$ cat src/hw/rtl/gregorian_date_validate_and_day_diff_core_defines.svh
// ---------------------------------------------------------------------------
// Assertion macros for the date difference core
// Shared property forms, clocked on clk and disabled during reset.
// ---------------------------------------------------------------------------
`ifndef GREGORIAN_DATE_VALIDATE_AND_DAY_DIFF_CORE_DEFINES_SVH
`define GREGORIAN_DATE_VALIDATE_AND_DAY_DIFF_CORE_DEFINES_SVH

// Same-cycle implication.
`define GDVDD_ASSERT_NOW(lbl, ante, cons) \
    lbl: assert property (@(posedge clk) disable iff (!rst_n) (ante) |-> (cons)) \
        else $error("gdvdd same-cycle check failed");

// Next-cycle implication.
`define GDVDD_ASSERT_NEXT(lbl, ante, cons) \
    lbl: assert property (@(posedge clk) disable iff (!rst_n) (ante) |=> (cons)) \
        else $error("gdvdd next-cycle check failed");

`endif

$ cat src/hw/rtl/gdvdd_pkg.sv
// ---------------------------------------------------------------------------
// gdvdd_pkg
// Types, constants and helper functions for the date difference core.
// ---------------------------------------------------------------------------
package gdvdd_pkg;

    localparam int YEAR_W  = 14;
    localparam int MONTH_W = 4;
    localparam int DAY_W   = 5;
    localparam int HOUR_W  = 5;
    localparam int MIN_W   = 6;
    localparam int SEC_W   = 6;
    localparam int DNUM_W  = 22;
    localparam int DIFF_W  = 22;

    localparam logic [YEAR_W-1:0] YEAR_MAX   = 14'd9999;
    localparam logic [HOUR_W-1:0] HOUR_MAX   = 5'd23;
    localparam logic [MIN_W-1:0]  MINUTE_MAX = 6'd59;
    localparam logic [SEC_W-1:0]  SECOND_MAX = 6'd59;

    localparam logic [DNUM_W-1:0] DAYS_PER_YEAR = 22'd365;

    // floor(y / 100) = (y * 5243) >> 19, exact for every 14-bit y
    localparam int DIV100_SHIFT = 19;
    localparam logic [26:0] DIV100_MUL = 27'd5243;

    localparam logic [MONTH_W-1:0] MON_JAN = 4'd1;
    localparam logic [MONTH_W-1:0] MON_FEB = 4'd2;
    localparam logic [MONTH_W-1:0] MON_MAR = 4'd3;
    localparam logic [MONTH_W-1:0] MON_APR = 4'd4;
    localparam logic [MONTH_W-1:0] MON_MAY = 4'd5;
    localparam logic [MONTH_W-1:0] MON_JUN = 4'd6;
    localparam logic [MONTH_W-1:0] MON_JUL = 4'd7;
    localparam logic [MONTH_W-1:0] MON_AUG = 4'd8;
    localparam logic [MONTH_W-1:0] MON_SEP = 4'd9;
    localparam logic [MONTH_W-1:0] MON_OCT = 4'd10;
    localparam logic [MONTH_W-1:0] MON_NOV = 4'd11;
    localparam logic [MONTH_W-1:0] MON_DEC = 4'd12;

    // months counted from March: March is 0, January 10, February 11
    localparam logic [MONTH_W-1:0] MM_JAN = 4'd10;

    typedef struct packed {
        logic [YEAR_W-1:0]  year;
        logic [MONTH_W-1:0] month;
        logic [DAY_W-1:0]   day;
    } date_t;

    function automatic logic [7:0] div100(input logic [YEAR_W-1:0] y);
        logic [26:0] prod;
        prod = 27'(y) * DIV100_MUL;
        return prod[26:DIV100_SHIFT];
    endfunction

    // length of a month; zero for a month code that names no month
    function automatic logic [DAY_W-1:0] month_len(input logic [MONTH_W-1:0] m,
                                                   input logic leap);
        logic [DAY_W-1:0] len;
        len = '0;
        case (m) inside
            MON_JAN, MON_MAR, MON_MAY, MON_JUL, MON_AUG, MON_OCT, MON_DEC: len = 5'd31;
            MON_APR, MON_JUN, MON_SEP, MON_NOV:                            len = 5'd30;
            MON_FEB: len = leap ? 5'd29 : 5'd28;
            default: len = '0;
        endcase
        return len;
    endfunction

    // days before the start of a March-based month: (306*mm + 5) / 10
    function automatic logic [8:0] month_offset(input logic [MONTH_W-1:0] mm);
        logic [8:0] off;
        off = '0;
        case (mm)
            4'd0:    off = 9'd0;
            4'd1:    off = 9'd31;
            4'd2:    off = 9'd61;
            4'd3:    off = 9'd92;
            4'd4:    off = 9'd122;
            4'd5:    off = 9'd153;
            4'd6:    off = 9'd184;
            4'd7:    off = 9'd214;
            4'd8:    off = 9'd245;
            4'd9:    off = 9'd275;
            4'd10:   off = 9'd306;
            4'd11:   off = 9'd337;
            default: off = '0;
        endcase
        return off;
    endfunction

endpackage

$ cat src/hw/rtl/gdvdd_date_check.sv
// ---------------------------------------------------------------------------
// gdvdd_date_check
// Range check of one Gregorian date, with the leap-year rule.
// ---------------------------------------------------------------------------
module gdvdd_date_check (
    input  gdvdd_pkg::date_t date,
    output logic             ok
);

    logic [7:0] q100;
    logic       rem100_zero;
    logic       leap;
    logic [gdvdd_pkg::DAY_W-1:0] len;

    assign q100        = gdvdd_pkg::div100(date.year);
    assign rem100_zero = (date.year == 14'(14'(q100) * 14'd100));
    // divisible by 4 and not by 100, or by 400
    assign leap = ((date.year[1:0] == 2'b00) && !rem100_zero)
               || (rem100_zero && (q100[1:0] == 2'b00));
    assign len  = gdvdd_pkg::month_len(date.month, leap);

    assign ok = (date.year != '0) && (date.year <= gdvdd_pkg::YEAR_MAX)
             && (date.day != '0) && (date.day <= len);

endmodule

$ cat src/hw/rtl/gdvdd_day_number.sv
// ---------------------------------------------------------------------------
// gdvdd_day_number
// March-based day number of a date; the value is defined for valid dates.
// ---------------------------------------------------------------------------
module gdvdd_day_number (
    input  gdvdd_pkg::date_t                 date,
    output logic [gdvdd_pkg::DNUM_W-1:0]     dnum
);

    logic [gdvdd_pkg::MONTH_W-1:0] mm;
    logic [gdvdd_pkg::YEAR_W-1:0]  yy;
    logic [7:0]                    q100;
    logic [gdvdd_pkg::DNUM_W-1:0]  year_days;

    // shift months so the year starts in March; Jan and Feb belong to last year
    assign mm = (date.month >= gdvdd_pkg::MON_MAR) ? 4'(date.month - gdvdd_pkg::MON_MAR)
                                                   : 4'(date.month + 4'd9);
    assign yy = (mm >= gdvdd_pkg::MM_JAN) ? 14'(date.year - 14'd1) : date.year;

    assign q100      = gdvdd_pkg::div100(yy);
    assign year_days = 22'(22'(yy) * gdvdd_pkg::DAYS_PER_YEAR);

    assign dnum = 22'(year_days
                      + 22'(yy >> 2)
                      - 22'(q100)
                      + 22'(q100 >> 2)
                      + 22'(gdvdd_pkg::month_offset(mm))
                      + 22'(date.day)
                      - 22'd1);

endmodule

$ cat src/hw/rtl/gregorian_date_validate_and_day_diff_core.sv
// ---------------------------------------------------------------------------
// gregorian_date_validate_and_day_diff_core
// Gregorian date-time check and absolute day difference, streaming in/out.
// ---------------------------------------------------------------------------
// Takes one transfer per cycle carrying date-time A and date B, and returns
// one transfer per item: a valid flag and the absolute day difference (zero
// when any field is out of range). Three register stages (input, day numbers,
// result) pass each item along; throughput is one item per clock while the
// result side accepts, with the day-number stage (a constant multiply by 365
// and one by the reciprocal of 100, then a short add chain) as the longest
// path. Each stage holds its item only while the stage ahead is full and
// stalled, so backpressure on the result side fills the empty stages first
// and then holds off the input; no item is dropped.
`include "gregorian_date_validate_and_day_diff_core_defines.svh"

module gregorian_date_validate_and_day_diff_core (
    input  logic        clk,
    input  logic        rst_n,
    input  logic        s_tvalid,
    output logic        s_tready,
    // year_a[13:0], month_a[17:14], day_a[22:18], hour_a[27:23], minute_a[33:28],
    // second_a[39:34], year_b[53:40], month_b[57:54], day_b[62:58], zero[63]
    input  logic [63:0] s_tdata,
    output logic        m_tvalid,
    input  logic        m_tready,
    // day_diff[21:0], zero[23:22]
    output logic [23:0] m_tdata,
    // valid_res[0]
    output logic        m_tuser
);

    // input stage
    logic        s1_valid_reg, s1_valid_next;
    logic [62:0] s1_data_reg;
    logic        s1_ready;

    // day number stage
    logic        s2_valid_reg, s2_valid_next;
    logic        s2_ok_reg, s2_ok_next;
    logic [gdvdd_pkg::DNUM_W-1:0] s2_na_reg, s2_na_next;
    logic [gdvdd_pkg::DNUM_W-1:0] s2_nb_reg, s2_nb_next;
    logic        s2_ready;

    // result stage
    logic        out_valid_reg, out_valid_next;
    logic        out_ok_reg;
    logic [gdvdd_pkg::DIFF_W-1:0] out_diff_reg, out_diff_next;
    logic        out_ready;

    gdvdd_pkg::date_t date_a, date_b;
    logic [gdvdd_pkg::HOUR_W-1:0] hour_a;
    logic [gdvdd_pkg::MIN_W-1:0]  minute_a;
    logic [gdvdd_pkg::SEC_W-1:0]  second_a;
    logic ok_a, ok_b, time_ok;

    // a stage takes a new item when empty or when its content moves on
    assign out_ready = !out_valid_reg || m_tready;
    assign s2_ready  = !s2_valid_reg || out_ready;
    assign s1_ready  = !s1_valid_reg || s2_ready;
    assign s_tready  = s1_ready;

    assign s1_valid_next  = s1_ready  ? s_tvalid     : s1_valid_reg;
    assign s2_valid_next  = s2_ready  ? s1_valid_reg : s2_valid_reg;
    assign out_valid_next = out_ready ? s2_valid_reg : out_valid_reg;

    always_ff @(posedge clk or negedge rst_n)
    begin
        if (!rst_n)
        begin
            s1_valid_reg  <= 1'b0;
            s2_valid_reg  <= 1'b0;
            out_valid_reg <= 1'b0;
        end
        else
        begin
            s1_valid_reg  <= s1_valid_next;
            s2_valid_reg  <= s2_valid_next;
            out_valid_reg <= out_valid_next;
        end
    end

    // unpack the held transfer
    assign date_a.year  = s1_data_reg[13:0];
    assign date_a.month = s1_data_reg[17:14];
    assign date_a.day   = s1_data_reg[22:18];
    assign hour_a       = s1_data_reg[27:23];
    assign minute_a     = s1_data_reg[33:28];
    assign second_a     = s1_data_reg[39:34];
    assign date_b.year  = s1_data_reg[53:40];
    assign date_b.month = s1_data_reg[57:54];
    assign date_b.day   = s1_data_reg[62:58];

    gdvdd_date_check u_check_a (
        .date (date_a),
        .ok   (ok_a)
    );

    gdvdd_date_check u_check_b (
        .date (date_b),
        .ok   (ok_b)
    );

    gdvdd_day_number u_dnum_a (
        .date (date_a),
        .dnum (s2_na_next)
    );

    gdvdd_day_number u_dnum_b (
        .date (date_b),
        .dnum (s2_nb_next)
    );

    assign time_ok = (hour_a <= gdvdd_pkg::HOUR_MAX)
                  && (minute_a <= gdvdd_pkg::MINUTE_MAX)
                  && (second_a <= gdvdd_pkg::SECOND_MAX);
    assign s2_ok_next = ok_a && ok_b && time_ok;

    // force the difference to zero for a rejected item
    always_comb
    begin
        out_diff_next = '0;
        if (s2_ok_reg)
        begin
            if (s2_na_reg >= s2_nb_reg)
            begin
                out_diff_next = s2_na_reg - s2_nb_reg;
            end
            else
            begin
                out_diff_next = s2_nb_reg - s2_na_reg;
            end
        end
    end

    always_ff @(posedge clk)
    begin
        if (s1_ready && s_tvalid)
        begin
            s1_data_reg <= s_tdata[62:0];
        end
        if (s2_ready && s1_valid_reg)
        begin
            s2_ok_reg <= s2_ok_next;
            s2_na_reg <= s2_na_next;
            s2_nb_reg <= s2_nb_next;
        end
        if (out_ready && s2_valid_reg)
        begin
            out_ok_reg   <= s2_ok_reg;
            out_diff_reg <= out_diff_next;
        end
    end

    assign m_tvalid = out_valid_reg;
    assign m_tdata  = {2'b00, out_diff_reg};
    assign m_tuser  = out_ok_reg;

    // input is held off only when every stage is full and the output stalls
    `GDVDD_ASSERT_NOW(a_stall_only_when_full, !s_tready,
                      s1_valid_reg && s2_valid_reg && out_valid_reg && !m_tready)
    // an item leaving the input stage lands in the day number stage
    `GDVDD_ASSERT_NEXT(a_s1_advances, s1_valid_reg && s2_ready, s2_valid_reg)
    // a rejected item carries a zero difference
    `GDVDD_ASSERT_NOW(a_invalid_zero, m_tvalid && !m_tuser, m_tdata == 24'd0)
    // valid dates in years 1 to 9999 stay within the span of the calendar
    `GDVDD_ASSERT_NOW(a_diff_range, m_tvalid, m_tdata <= 24'd3652059)

endmodule

$ cat config.mk
export PLATFORM = sky130hd
export DESIGN_NAME = gregorian_date_validate_and_day_diff_core
export DESIGN_NICKNAME = d
export VERILOG_FILES = /design/src/hw/rtl/gdvdd_pkg.sv /design/src/hw/rtl/gdvdd_date_check.sv /design/src/hw/rtl/gdvdd_day_number.sv /design/src/hw/rtl/gregorian_date_validate_and_day_diff_core.sv
export VERILOG_INCLUDE_DIRS = /design/src /design/src/hw/rtl
export SDC_FILE = /design/constraint.sdc
export NUM_CORES = 2
export LEC_CHECK = 0
export ABC_AREA = 1
export CAP_MARGIN = 25
export CORE_MARGIN = 4
export CORE_UTILIZATION = 61
export DETAILED_ROUTE_END_ITERATION = 10
export DONT_BUFFER_PORTS = 1
export PLACE_DENSITY = 0.8
export SLEW_MARGIN = 20
export SYNTH_ARGS = -nofsm -noshare
export SYNTH_HDL_FRONTEND = slang
export SYNTH_HIERARCHICAL = 1
export SYNTH_SLANG_ARGS = --single-unit
$ cat constraint.sdc
create_clock -name clk -period 9.65 [get_ports clk]
set_input_delay 0.965 -clock clk [delete_from_list [all_inputs] [get_ports clk]]
set_output_delay 0.965 -clock clk [all_outputs]
set_load 0.1 [all_outputs]
==> summary.md <==
| Metric | Value |
|---|---|
| Routed length on met1 | `a little under 40 mm` |
| DR vias | `30480` |
| Worst-margin pin slew | `approximately 1.0 ns` |
| Hold WC Path Type | `primary input to asynchronous set/reset pin` |
| Post-synth EDFFs | `between 100 and 150` |
| Arr. time, crit path | `between 10 and 15 ns` |
| Compound-Gate Fraction of Synth Area | `0.06403` |
| Largest net degree at the start of global routing | `46` |
| Clock tree sinks | `127` |
| Gpl congestion | `approximately 1` |
| Hold WS | `around 0.16 ns` |
| Worst EP required | `about 10 ns` |
| Hpwl dp | `between 70 and 80 mm` |
| Final Hold Fails | `0` |
| Final setup margin | `-0.1546 ns` |
| Gr ovfl total | `0` |
| DRC | `0` |
| RSZ-0062 raised after global routing | `true` |
| Top FF cell, synth | `edfxtp_1` |
| GRT Total Usage | `0.3002` |
| CP max-delay cell | `fa_2` |
| WL met3 | `6.510 mm` |
| Max Clk Rate | `about 100 MHz` |
| Vias in the first global route | `approximately 30000` |
| Routed WL | `between 90 and 100 mm` |
| Main combinational cell family by area after synthesis | `adder cells` |
| Slew Limit Fails | `0` |
| CTS Buffer Depth | `2` |
| Placed cells | `between 5000 and 6000` |
| #FFs+latches synth | `about 130` |
| Core area | `0.05650 mm^2` |
| Seq/Total Area, Yosys | `0.1088` |
| Die X | `about 250 um` |
| Failing checks | `setup timing` |
| Netlist cell types | `between 60 and 70` |
| IO buf count | `0` |
| Synthesized instance count | `about 4400` |
| Most area-hungry cell type in the Yosys netlist | `ha_1` |
| Mapped Area | `approximately 0.035 mm^2` |
| Total Nets Final | `approximately 6000` |
| Boundary pin count | `95` |
| Pre-antenna DRT Iters | `6` |
| Post-synthesis adder-cell area fraction | `0.4791` |
| Vias per inst | `roughly 5.5` |
| Async SR Flop Fraction | `0.02362` |
| Area contributors post-synth | `ha_1 (26%), fa_1 (22%), inv_1 (12%), edfxtp_1 (11%), nand2_1 (8.7%)` |
| Synth top area share | `0.2612` |
| Crit path time final | `slightly below 10 ns` |
| Met2 WL post-DR | `roughly 48 mm` |
| Die footprint | `about 0.06 mm^2` |
| CTS tree | `yes` |
| Die Y-Extent | `247.3 um` |
| Most common cell in the synthesized netlist | `inv_1` |
| Cts bufs inserted | `17` |
| Highest cell delay on the worst timing path | `between 0.5 and 0.6 ns` |
| Skew-Pair Late Insertion Delay | `0.49 ns` |
| # setup viols final | `12` |
| Max-cap violation count | `0` |
| Area Overhead vs Synth | `19.27%` |
| Slew HR | `0.3304` |
| Max reg flops | `56` |
| Yosys Warn Count | `6` |
| Antenna-violating nets left | `0` |
| Mean post-synth cell area | `7.998 um^2` |
| Clk slew on worst S/H paths | `0.07 ns` |
| Starting density of the core | `0.6181` |
| Rows | `87` |
| Post-layout util | `0.7372` |
| Post-Synth XOR/XNOR Area | `0.04647` |
| H-tree levels | `4` |
| Critical Path End Type | `register` |
| Share of layout cells above drive strength 1 | `0.1987` |
| Top sig layer | `met5` |
| Crit path top cell by count | `inv_1` |
| Crit path max fanout | `7` |
| Status | `finished with violations` |
| Simple-gate area share of the yosys netlist | `0.1712` |
| Final period util | `1.016` |
| Clk root buf | `clkbuf_16` |
| Hold Buf Count CTS | `0` |
| Wire per inst | `about 18 um` |
| First-pass GRT wire length | `145.2 mm` |
| Mux cell area share after synthesis | `0` |
| CP Class | `register to register` |
| Layout Cells excl Fill | `5545` |
| Antenna violations before repair | `6` |
| Post-synth top cells | `inv_1 (1138), nand2_1 (806), ha_1 (729), fa_1 (380), nor2_1 (274)` |
| Post-Route Skew | `approximately 0.016 ns` |
| Iter 0 DRT Violations | `1974` |
| Critical Path Source Type | `register` |
## through the flow
step	worst slack [ns]	cell area [um^2]	TNS [ns]
6_report	-0.1546	41650	-0.8916
4_1_cts	0.005077	39370	0
5_1_grt	-0.4498	41640	-9.584
2_1_floorplan	0.03967	35000	0
3_5_place_dp	-0.4436	38350	-7.051
3_3_place_gp	-0.2290	38350	-2.387
## placed cells by master, fill, tap and decap left out, types with 25 or more instances in the layout
| cell | instances |
|---|---|
| nor2_1 | 237 |
| inv_1 | 1071 |
| fa_1 | 367 |
| o21ai_0 | 51 |
| nand2_1 | 732 |
| nand2_2 | 81 |
| a21oi_2 | 35 |
| inv_2 | 76 |
| nor2_2 | 31 |
| nand4_1 | 44 |
| ha_1 | 651 |
| nand3_1 | 127 |
| a21oi_1 | 126 |
| edfxtp_1 | 124 |
| o21bai_1 | 25 |
| xor2_1 | 97 |
| buf_4 | 389 |
| ha_4 | 67 |
| xnor2_1 | 59 |
## per-layer routing
metal,track usage,vias to the layer above
met5,0,-
met4,0.1243,4
met3,0.04706,419
met2,0.5161,1255
met1,0.3776,14490
li1,-,14310
## path summary, 6_finish.rpt
check                      cells after the start       endpoint             from  slack [ns]
max in group asynchronous                      0       m_tvalid            rst_n        9.40
max                                           55  s2_na_reg[21]  s1_data_reg[14]       -0.15
max reg2reg                                   55  s2_na_reg[21]  s1_data_reg[14]       -0.15
min in group clk                               2       m_tvalid     s2_valid_reg        0.51
min reg2reg                                    2       m_tvalid     s2_valid_reg        0.51
min                                            0   s1_valid_reg            rst_n        0.16
## critical path, delay by kind of cell, from the launching register on
family / cells / cell delay, ns
AO/OA/AOI/OAI: 8 / 1.26
XOR/XNOR: 1 / 0.18
buffers and inverters: 20 / 1.60
adder cells (fa/ha/maj): 12 / 4.83
flip-flops: 1 / 0.49
AND/OR/NAND/NOR: 14 / 1.25
## timing repair
item	4_1_cts	5_1_grt
resized for setup	73	444
endpoints found under the setup margin	33	38
pin swaps	36	187
buffers inserted	13	55
## area by class of cell
type                       instances  area, um^2
clock inverter                    14       165.2
antenna                            7       17.52
clock buffer                      18       429.2
sequential                       127        3799
fill                            3805       14850
multi-input combinational       3056       28710
inverter                        1153        4350
timing repair buffer             414        3232
tap                              756       945.9
## cells by family after synthesis
logic type | after synthesis
and+or+nand+nor | 1401
buffers and inverters | 1184
adders and majority gates | 1109
AOI/OAI and AO/OA | 368
xor gates and xnor gates | 176
DFF | 127
other | 1
Power is left out: the tool's default activity adds up to more than one toggle a clock period on the data nets, which glitch-free logic cannot reach.
